File: src/design/peval_pkg.sv
// ----------------------------------------------------------------------------
// peval_pkg
// Shared types and constants for the fixed-point polynomial evaluator.
// ----------------------------------------------------------------------------
package peval_pkg;

  localparam int MAX_DEGREE = 6;
  localparam int NUM_COEFFS = MAX_DEGREE + 1;

  localparam int X_W     = 16;   // Q4.12
  localparam int Q_W     = 32;   // Q16.16
  localparam int PROD_W  = Q_W + X_W;
  localparam int FRAC_X  = 12;
  localparam int DEG_W   = 3;
  localparam int CFG_IDX_W = $clog2(NUM_COEFFS + 1);

  localparam logic signed [Q_W-1:0] Q_MAX = {1'b0, {(Q_W-1){1'b1}}};
  localparam logic signed [Q_W-1:0] Q_MIN = {1'b1, {(Q_W-1){1'b0}}};

  typedef enum logic [CFG_IDX_W-1:0] {
    REG_DEGREE = CFG_IDX_W'(0),
    REG_COEFF0 = CFG_IDX_W'(1)
  } cfg_reg_t;

  typedef logic [NUM_COEFFS-1:0][Q_W-1:0] coeff_vec_t;

  // one sample traveling down the Horner chain
  typedef struct packed {
    logic signed [Q_W-1:0] acc;
    logic signed [X_W-1:0] x;
    logic                  sat;
  } item_t;

endpackage

File: src/design/peval_cfg.sv
// ----------------------------------------------------------------------------
// peval_cfg
// Degree and coefficient registers with the write port decode.
// ----------------------------------------------------------------------------
module peval_cfg import peval_pkg::*; (
  input  logic                 clk,
  input  logic                 rst,
  input  logic                 cfg_wr_en,
  input  logic [CFG_IDX_W-1:0] cfg_index,
  input  logic [Q_W-1:0]       cfg_data,
  output logic [DEG_W-1:0]     degree,
  output coeff_vec_t           coeffs
);

  logic [DEG_W-1:0] poly_degree;

  always_ff @(posedge clk) begin
    if (rst) begin
      poly_degree <= '0;
      coeffs      <= '0;
    end else if (cfg_wr_en) begin
      if (cfg_index == REG_DEGREE) begin
        poly_degree <= cfg_data[DEG_W-1:0];
      end
      for (int i = 0; i < NUM_COEFFS; i++) begin
        if (cfg_index == CFG_IDX_W'(REG_COEFF0) + CFG_IDX_W'(i)) begin
          coeffs[i] <= cfg_data;
        end
      end
    end
  end

  // degrees above the supported maximum clamp to it
  assign degree = (poly_degree > DEG_W'(MAX_DEGREE)) ? DEG_W'(MAX_DEGREE) : poly_degree;

endmodule

File: config.mk
export PLATFORM = sky130hd
export DESIGN_NAME = peval_cfg
export DESIGN_NICKNAME = d
export VERILOG_FILES = /design/src/design/peval_pkg.sv /design/src/design/peval_cfg.sv
export SDC_FILE = /design/constraint.sdc
export NUM_CORES = 1
export LEC_CHECK = 0
export ABC_AREA = 1
export BUFFER_PORTS_ARGS = -buffer_cell sky130_fd_sc_hd__buf_2
export CAP_MARGIN = 20
export CORE_UTILIZATION = 50
export CTS_BUF_LIST = sky130_fd_sc_hd__clkbuf_2 sky130_fd_sc_hd__clkbuf_4 sky130_fd_sc_hd__clkbuf_8
export DETAILED_ROUTE_END_ITERATION = 10
export HOLD_SLACK_MARGIN = 0.05
export PLACE_DENSITY = 0.78
export SLEW_MARGIN = 30
export SYNTH_ARGS = -nofsm -noshare
export SYNTH_HDL_FRONTEND = slang
export SYNTH_SLANG_ARGS = --single-unit
File: constraint.sdc
create_clock -name clk -period 1.4 [get_ports clk]
set_input_delay 0.28 -clock clk [delete_from_list [all_inputs] [get_ports clk]]
set_output_delay 0.28 -clock clk [all_outputs]
set_load 0.02 [all_outputs]
==> results.yml <==
cts:
  h-tree-depth: 2
  clock_path_buffers: 3
  clk_latency_ps: 530
  cts_buffers: 38
  cts_tree: "built"
  cts.sinks: 227
  cts.clk_slew.worst_paths_ps: 60
  cts_hold_buf: 0
  cts-root-buf: "clkbuf_8"
floorplan:
  ios: 265
  die_width_um: 135
  die_y_um: 135
  die_area_um2: 18200
  start_util: 0.512
  rows: 48
  core-area_um2: 17200
timing:
  finalSetupViolCount: 2
  slew_violations: 0
  max_slew.worst_pin.slew_ps: 397
  finalCritPeriodShare: 1.07
  grt_setup_unrepaired: "true"
  fin_setup_tns_ps: -129
  hold_viol: 0
  clock_skew_ps: 0
  hold_ws_ps: 114
  worst_slack_ps: -93.5
  fmax_mhz: 670
  maxSlewHeadroom: 0.735
  period_minus_slack_ps: 1490
worst_setup_path:
  path_max_fanout: 2
  crit_chain: "a21boi_4, buf_6"
  critPathKind: "flip-flop to primary output"
  cp_num_buf_inv: 1
  crit_required_ps: 1120
  crit_slowest_cell: "dfxtp_4"
  cp_top_family: "flip-flops"
  endpoint_kind: "primary output"
  worstPathArrival_ps: 1210
  startpoint_type: "flip-flop"
  slowest_delay_ps: 350
placement:
  place.gp.congestion: 0.836
  dpl.hpwl_um: 17700
  dpl_cell_area_um2: 10600
  portBuffers: 264
layout:
  syn2layout_area_growth_pct: 29.8
  final_area_um2: 11500
  drive_above_1_share: 0.247
  antenna_cells: 0
  fillCellCount: 1524
  final_cell_mix: "455 x nor2_1, 265 x nand2_1, 257 x buf_2"
  layout_commonest_cell: "nor2_1"
  multi_input_area_um2: 3800
  final_util: 0.664
  nNetsFinal: 1574
  regArea_um2: 4560
synthesis:
  ys_ff_latch: 227
  synth_top_area_share: 0.515
  yosysSeqAreaShare: 0.515
  yosysUniqueCellTypes: 11
  syn-mean-instance-area_um2: 6.88
  syn_nets: 1320
  yosys_warnings: 0
  synth_area_um2: 8820
  yosysTopAreaCell: "dfxtp_1"
  synth_area_leaders: "dfxtp_1 52%, nor2_1 20%, nand2_1 11%"
  syn-instance-count: 1282
routing:
  via_per_inst: 5.07
  drt_iter0_markers: 523
  ant_nets: 0
  wire_per_inst_um: 15.0
  drt-pass1-iter-count: 8
  drcViolationCount: 0
  drt-total-wl_um: 26700
  via_count: 9037
grt:
  grt-ovfl-total: 0
  antenna_found_initial: 0
  grt_pass1_wl_um: 41300
  grt_max_degree: 57
  grtUsageTotal: 0.286
  grt_pass1_vias: 8070
power_and_ir_drop:
  power.density_nw_per_um2: 1280
  power_leakage_nw: 5.70
  peakVddDrop_mv: 0.877
  power.total_mw: 14.7
run:
  drv_cap: 0
outcome:
  status: "finished, violations left"
  failed_checks: "setup timing"
hold_path:
  worstHoldPathType: "input pin to flip-flop"
==> worst paths after layout <==
check / slack [ps] / endpoint / start / depth (start not counted)
worst max-delay path: -90 / degree[0] / poly_degree[2] / 2
worst min-delay path: 110 / coeffs[214] / rst / 4
worst max register to register: 660 / poly_degree[2] / poly_degree[2] / 3
worst min register to register: 480 / poly_degree[0] / poly_degree[0] / 2
==> power by group <==
part	switching, mW	leakage, nW	internal [mW]	total [mW]
registers	0.120	1.85	6.69	6.81
clock network	2.62	0.419	3.47	6.10
logic	1.18	3.43	0.571	1.75
total	3.92	5.70	10.7	14.7
==> worst register-to-register path, cell delays in order, from the launching register on <==
cell and delay [ps]:
dfxtp_4 350, buf_4 140, nor2_1 90, nor2_1 50
==> flip-flops by register name, indices dropped and copies added (netlist names) <==
name         cells
coeffs         224
poly_degree      3
==> layer usage <==
layer | global-route usage | part of all wire | vias up
met4 | 0.114 | 0.028 | 0
met2 | 0.479 | 0.48 | 408
met3 | 0.0837 | 0.092 | 58
met1 | 0.345 | 0.40 | 4103
met5 | 0 | 0 | -
li1 | - | - | 4468
==> layout make-up <==
type	count	area share
Tap cell	225	0.0246
Clock inverter	6	0.00546
Multi-Input combinational cell	927	0.332
Sequential cell	227	0.398
Clock buffer	57	0.0630
Timing Repair Buffer	303	0.164
Inverter	39	0.0132
==> kinds of logic (layout without fill, tap and decap cells) <==
| group | after synthesis | count (layout) | share of synthesized area |
|---|---|---|---|
| simple gates | 926 | 926 | 0.423 |
| flops | 227 | 227 | 0.515 |
| buf+inv | 128 | 405 | 0.0613 |
| compound gates | 1 | 1 | 0.000851 |
==> per-stage QoR <==
stage	worst slack, ps	std cells
floorplan	214	1282
global placement	42.3	1720
detailed placement	3.32	1720
CTS	-106	1783
global route	-119	1784
finish	-93.5	1784
==> cells in the mapped netlist, drive strengths merged <==
| cell | count |
|---|---|
| a21boi | 1 |
| buf | 57 |
| clkbuf | 32 |
| dfxtp | 227 |
| inv | 39 |
| nand2 | 265 |
| nand3 | 195 |
| nor2 | 466 |
==> timing repair <==
item	in CTS	in global routing
setup endpoints to repair	5	3
buffers inserted	0	1
pin swaps	0	1
gates resized for setup	14	5
Note: power is estimated with default switching activity, not from simulation.
