## config.mk

```make
export PLATFORM = sky130hd
export DESIGN_NAME = peval_step
export DESIGN_NICKNAME = d
export VERILOG_FILES = /design/src/design/peval_pkg.sv /design/src/design/peval_step.sv
export SDC_FILE = /design/constraint.sdc
export NUM_CORES = 2
export LEC_CHECK = 0
export BUFFER_PORTS_ARGS = -buffer_cell sky130_fd_sc_hd__clkbuf_2
export CAP_MARGIN = 30
export CORE_MARGIN = 5
export CORE_UTILIZATION = 45
export CTS_BUF_LIST = sky130_fd_sc_hd__clkbuf_4
export CTS_CLUSTER_SIZE = 24
export DETAILED_ROUTE_END_ITERATION = 12
export PLACE_DENSITY = 0.59
export SLEW_MARGIN = 5
export SYNTH_ARGS = -nofsm -noshare
export SYNTH_HDL_FRONTEND = slang
export SYNTH_SLANG_ARGS = --single-unit
```

## constraint.sdc

```tcl
create_clock -name clk -period 16.18 [get_ports clk]
set_clock_uncertainty 0.05 [all_clocks]
set_input_delay 0.809 -clock clk [delete_from_list [all_inputs] [get_ports clk]]
set_output_delay 0.809 -clock clk [all_outputs]
set_load 0.005 [all_outputs]
```

## src/design/peval_pkg.sv

```systemverilog
// ----------------------------------------------------------------------------
// peval_pkg
// Shared types and constants for the fixed-point polynomial evaluator.
// ----------------------------------------------------------------------------
package peval_pkg;

  localparam int MAX_DEGREE = 6;
  localparam int NUM_COEFFS = MAX_DEGREE + 1;

  localparam int X_W     = 16;   // Q4.12
  localparam int Q_W     = 32;   // Q16.16
  localparam int PROD_W  = Q_W + X_W;
  localparam int FRAC_X  = 12;
  localparam int DEG_W   = 3;
  localparam int CFG_IDX_W = $clog2(NUM_COEFFS + 1);

  localparam logic signed [Q_W-1:0] Q_MAX = {1'b0, {(Q_W-1){1'b1}}};
  localparam logic signed [Q_W-1:0] Q_MIN = {1'b1, {(Q_W-1){1'b0}}};

  typedef enum logic [CFG_IDX_W-1:0] {
    REG_DEGREE = CFG_IDX_W'(0),
    REG_COEFF0 = CFG_IDX_W'(1)
  } cfg_reg_t;

  typedef logic [NUM_COEFFS-1:0][Q_W-1:0] coeff_vec_t;

  // one sample traveling down the Horner chain
  typedef struct packed {
    logic signed [Q_W-1:0] acc;
    logic signed [X_W-1:0] x;
    logic                  sat;
  } item_t;

endpackage

```

## src/design/peval_step.sv

```systemverilog
// ----------------------------------------------------------------------------
// peval_step
// One Horner step in two stages: multiply by x, then round, clamp, add the
// coefficient and clamp again. An inactive step passes the sample through.
// ----------------------------------------------------------------------------
module peval_step import peval_pkg::*; (
  input  logic                  clk,
  input  logic                  rst,
  input  logic                  active,
  input  logic signed [Q_W-1:0] coeff,
  input  logic                  in_valid,
  output logic                  in_ready,
  input  item_t                 in_item,
  output logic                  out_valid,
  input  logic                  out_ready,
  output item_t                 out_item
);

  // multiply stage
  logic                     a_valid;
  logic signed [PROD_W-1:0] a_prod;
  item_t                    a_item;
  logic                     a_act;
  logic                     a_ready;

  logic                     b_ready;
  logic signed [PROD_W-1:0] prod_full;

  assign prod_full = in_item.acc * in_item.x;
  assign b_ready   = !out_valid || out_ready;
  assign a_ready   = !a_valid || b_ready;
  assign in_ready  = a_ready;

  always_ff @(posedge clk) begin
    if (rst) begin
      a_valid <= 1'b0;
    end else if (a_ready) begin
      a_valid <= in_valid;
    end
  end

  always_ff @(posedge clk) begin
    if (a_ready && in_valid) begin
      a_prod <= prod_full;
      a_item <= in_item;
      a_act  <= active;
    end
  end

  // round / add stage
  logic signed [PROD_W-1:0] rounded;
  logic signed [Q_W-1:0]    prod_q;
  logic                     prod_sat;
  logic signed [Q_W:0]      sum_full;
  logic signed [Q_W-1:0]    sum_q;
  logic                     sum_sat;
  item_t                    item_next;

  always_comb begin
    // add half an lsb, then arithmetic shift floors
    rounded = (a_prod + PROD_W'(signed'(2048))) >>> FRAC_X;
    if (rounded > PROD_W'(Q_MAX)) begin
      prod_q   = Q_MAX;
      prod_sat = 1'b1;
    end else if (rounded < PROD_W'(Q_MIN)) begin
      prod_q   = Q_MIN;
      prod_sat = 1'b1;
    end else begin
      prod_q   = rounded[Q_W-1:0];
      prod_sat = 1'b0;
    end

    sum_full = (Q_W+1)'(prod_q) + (Q_W+1)'(coeff);
    if (sum_full[Q_W] != sum_full[Q_W-1]) begin
      sum_q   = sum_full[Q_W] ? Q_MIN : Q_MAX;
      sum_sat = 1'b1;
    end else begin
      sum_q   = sum_full[Q_W-1:0];
      sum_sat = 1'b0;
    end

    item_next = a_item;
    if (a_act) begin
      item_next.acc = sum_q;
      item_next.sat = a_item.sat | prod_sat | sum_sat;
    end
  end

  always_ff @(posedge clk) begin
    if (rst) begin
      out_valid <= 1'b0;
    end else if (b_ready) begin
      out_valid <= a_valid;
    end
  end

  always_ff @(posedge clk) begin
    if (b_ready && a_valid) begin
      out_item <= item_next;
    end
  end

endmodule

```

==> flow_metrics.env <==
export IMPL_start_kind="input pin"
export IMPL_synth_cells=2653
export IMPL_rsz0062_at_grt="no"
export IMPL_slew_viol_final=0
export IMPL_hp_class="in -> reg"
export IMPL_final_core_util_pct=48.31
export IMPL_ys_seq_area_share_pct=16.59
export IMPL_dr_wl_met3_um=4532
export IMPL_top_level_ports=137
export IMPL_wl_met1_um=27760
export IMPL_arrival_ns=7.59
export IMPL_die_h_um=245.1
export IMPL_wl_per_cell_um=19.21
export IMPL_gp_congestion=0.8863
export IMPL_period_minus_slack_ns=7.332
export IMPL_cts_tree="built"
export IMPL_hold_slack_ns=0.3557
export IMPL_cts_sinks=138
export IMPL_worstHoldEndpoint="a_act"
export IMPL_hold_start="active"
export IMPL_postRouteAntennaNets=0
export IMPL_dp_hpwl_um=50430
export IMPL_tns_ns=0
export IMPL_rr_worst_depth=20
export IMPL_synth_cell_type_count=72
export IMPL_outcome="finished, final reports clean"
export IMPL_synth_seq_cells=138
export IMPL_grt_pass1_vias=19600
export IMPL_period_share_pct=45.31
export IMPL_tightest_slew_ns=1.055
export IMPL_cts_resized=0
export IMPL_rrSetupSlack_ns=9.55
export IMPL_rows=86
export IMPL_crit_required_ns=16.44
export IMPL_synth_flop_cell="edfxtp_1"
export IMPL_syn_to_final_growth_pct=6.632
export IMPL_yosysWarningCount=0
export IMPL_grt_max_degree=75
export IMPL_ctsHoldBuffers=0
export IMPL_grt_remaining_overflow=0
export IMPL_clkTransAtPathRegs_ns=0.14
export IMPL_maxCapViolCount=0
export IMPL_drt_wl_total_um=66090
export IMPL_cts_buffers=17
export IMPL_hold_depth=1
export IMPL_met2_length_um=32260
export IMPL_initial_core_util_pct=45.31
export IMPL_grt_pass1_wl_um=107200
export IMPL_fmax_mhz=136.4
export IMPL_track_usage_pct=22.65
export IMPL_fin_nets=3440
export IMPL_cts_max_path_buffers=2
export IMPL_hold_viol=0
export IMPL_drc=0
export IMPL_syn_area_um2=24860
export IMPL_setup_viol=0
export IMPL_r2r_end="out_item[32]"
export IMPL_async_reset_ff_share_pct=0
export IMPL_endpoint_kind="flop"
export IMPL_post_cts_setup_buffers=0
export IMPL_grt_antenna_before_repair=2
export IMPL_htreeDepth=4
export IMPL_slew_headroom_pct=29.69
export IMPL_highest_layer="met4"
export IMPL_drive_gt1_share_pct=8.808
export IMPL_worstSetupPathType="in -> reg"
export IMPL_via_count=18130
export IMPL_clockRootBuffer="clkbuf_4"
export IMPL_cp_max_fo=33
export IMPL_io_buffers=136
export IMPL_first_pass_iters=7
export IMPL_postSynthAreaPerCell_um2=9.372
export IMPL_syn_num_nets=3369
export IMPL_die_area_um2=60050
export IMPL_die_w_um=245.1
export IMPL_via_per_inst=5.268
export IMPL_synth_edf_count=136
export IMPL_r2r_start="a_prod[23]"
export IMPL_clock_latency_ns=0.57
export IMPL_core_area_um2=54880
export IMPL_drt_initial_drc_count=1127
==> Yosys cell counts, drive strengths merged, types with 23 or more instances <==
| cell | number | area share (%) |
|---|---|---|
| edfxtp | 136 | 16 |
| clkbuf | 93 | 1.4 |
| nor2 | 94 | 1.4 |
| xor2 | 34 | 1.2 |
| ha | 144 | 7.2 |
| o22ai | 28 | 0.70 |
| inv | 648 | 9.8 |
| o21ai | 76 | 2.0 |
| fa | 486 | 39 |
| a21oi | 69 | 1.4 |
| xnor2 | 66 | 2.3 |
| a21o | 23 | 0.69 |
| nand2 | 367 | 5.5 |
| and2 | 166 | 4.2 |
| nand3 | 35 | 0.72 |
==> cells by family (layout without fill, tap and decap cells) <==
logic type / Yosys count / in the layout / synth area share [%]
AND/OR/NAND/NOR: 756 / 756 / 14.33
buffers and inverters: 753 / 836 / 11.60
adder cells (fa/ha/maj): 632 / 632 / 46.46
AO/OA/AOI/OAI: 269 / 269 / 7.292
flip-flops: 138 / 138 / 16.59
XOR/XNOR: 100 / 100 / 3.523
multiplexers: 5 / 5 / 0.2114
other: 0 / 1 / 0
==> layout by cell type, fill, tap and decap left out, drive strengths merged, types with 4 or more instances in the layout <==
| master | synthesis | final |
|---|---|---|
| ha | 144 | 144 |
| nand4 | 20 | 20 |
| a41oi | 6 | 6 |
| edfxtp | 136 | 136 |
| nor3 | 14 | 14 |
| nor4 | 4 | 4 |
| o21bai | 6 | 6 |
| a31oi | 11 | 11 |
| nor2b | 11 | 11 |
| a21oi | 69 | 69 |
| a21o | 23 | 23 |
| fa | 486 | 486 |
| and3 | 10 | 10 |
| buf | 11 | 20 |
| and2 | 166 | 166 |
| a211oi | 5 | 5 |
| xnor2 | 66 | 66 |
| nor2 | 94 | 94 |
| or3 | 5 | 5 |
| xor2 | 34 | 34 |
| o211ai | 10 | 10 |
| o21ai | 76 | 76 |
| o21a | 6 | 6 |
| clkinv | 1 | 4 |
| clkbuf | 93 | 153 |
| nand3 | 35 | 35 |
| inv | 648 | 655 |
| nand2 | 367 | 367 |
| nand2b | 19 | 19 |
| o22ai | 28 | 28 |
==> worst max-delay path, cell delays in order <==
cell      delay [ns]
clkbuf_2        0.75
nand2_1         0.21
fa_1            0.60
inv_1           0.05
fa_1            0.47
inv_1           0.05
fa_1            0.49
inv_1           0.05
fa_1            0.52
fa_1            0.57
inv_1           0.06
fa_1            0.52
inv_1           0.04
ha_1            0.36
a21oi_1         0.09
or3b_2          0.46
a31o_2          0.24
nand3_1         0.13
a31oi_4         0.07
o31a_1          0.40
nor4bb_1        0.36
a211oi_1        0.11
xnor2_1         0.13
==> metal layers <==
metal	vias to the layer above	global-route usage, %
li1	8193	-
met1	9219	30.45
met2	603	38.55
met3	113	3.855
met4	0	5.578
met5	-	0
==> metrics by stage <==
step | setup slack (ns) | cell area, µm² | std cells
final | 8.848 | 26510 | 3441
after global routing | 8.506 | 26510 | 3441
after CTS | 8.972 | 26460 | 3437
after detailed placement | 8.345 | 26150 | 3406
after global placement | 8.500 | 26120 | 3405
after floorplan | 9.263 | 24860 | 2653
==> worst max-delay path by stage <==
stage | from | end | cells past startpoint
after floorplan | in_item[2] | a_prod[47] | 23
after global placement | in_item[5] | a_prod[47] | 23
after detailed placement | in_item[5] | a_prod[47] | 23
after CTS | in_item[5] | a_prod[47] | 23
after global routing | in_item[16] | a_prod[47] | 22
final | in_item[5] | a_prod[47] | 23
==> flip-flops by register name, summed over array words and instances (netlist names) <==
name       cells
a_prod        37
a_item        49
a_valid        1
a_act          1
out_item      49
out_valid      1
==> final cells by class <==
type,count,area [µm²]
fillers,5230,28360
multi-input cells,1762,17880
flip-flops and latches,138,4124
inverters,649,2436
repair buffers,156,880.8
well taps,704,880.8
clock inverters,14,183.9
clock buffers,17,127.6
diodes,1,2.502
Power is left out: the tool's default activity adds up to more than one toggle a clock period on the data nets, which glitch-free logic cannot reach.
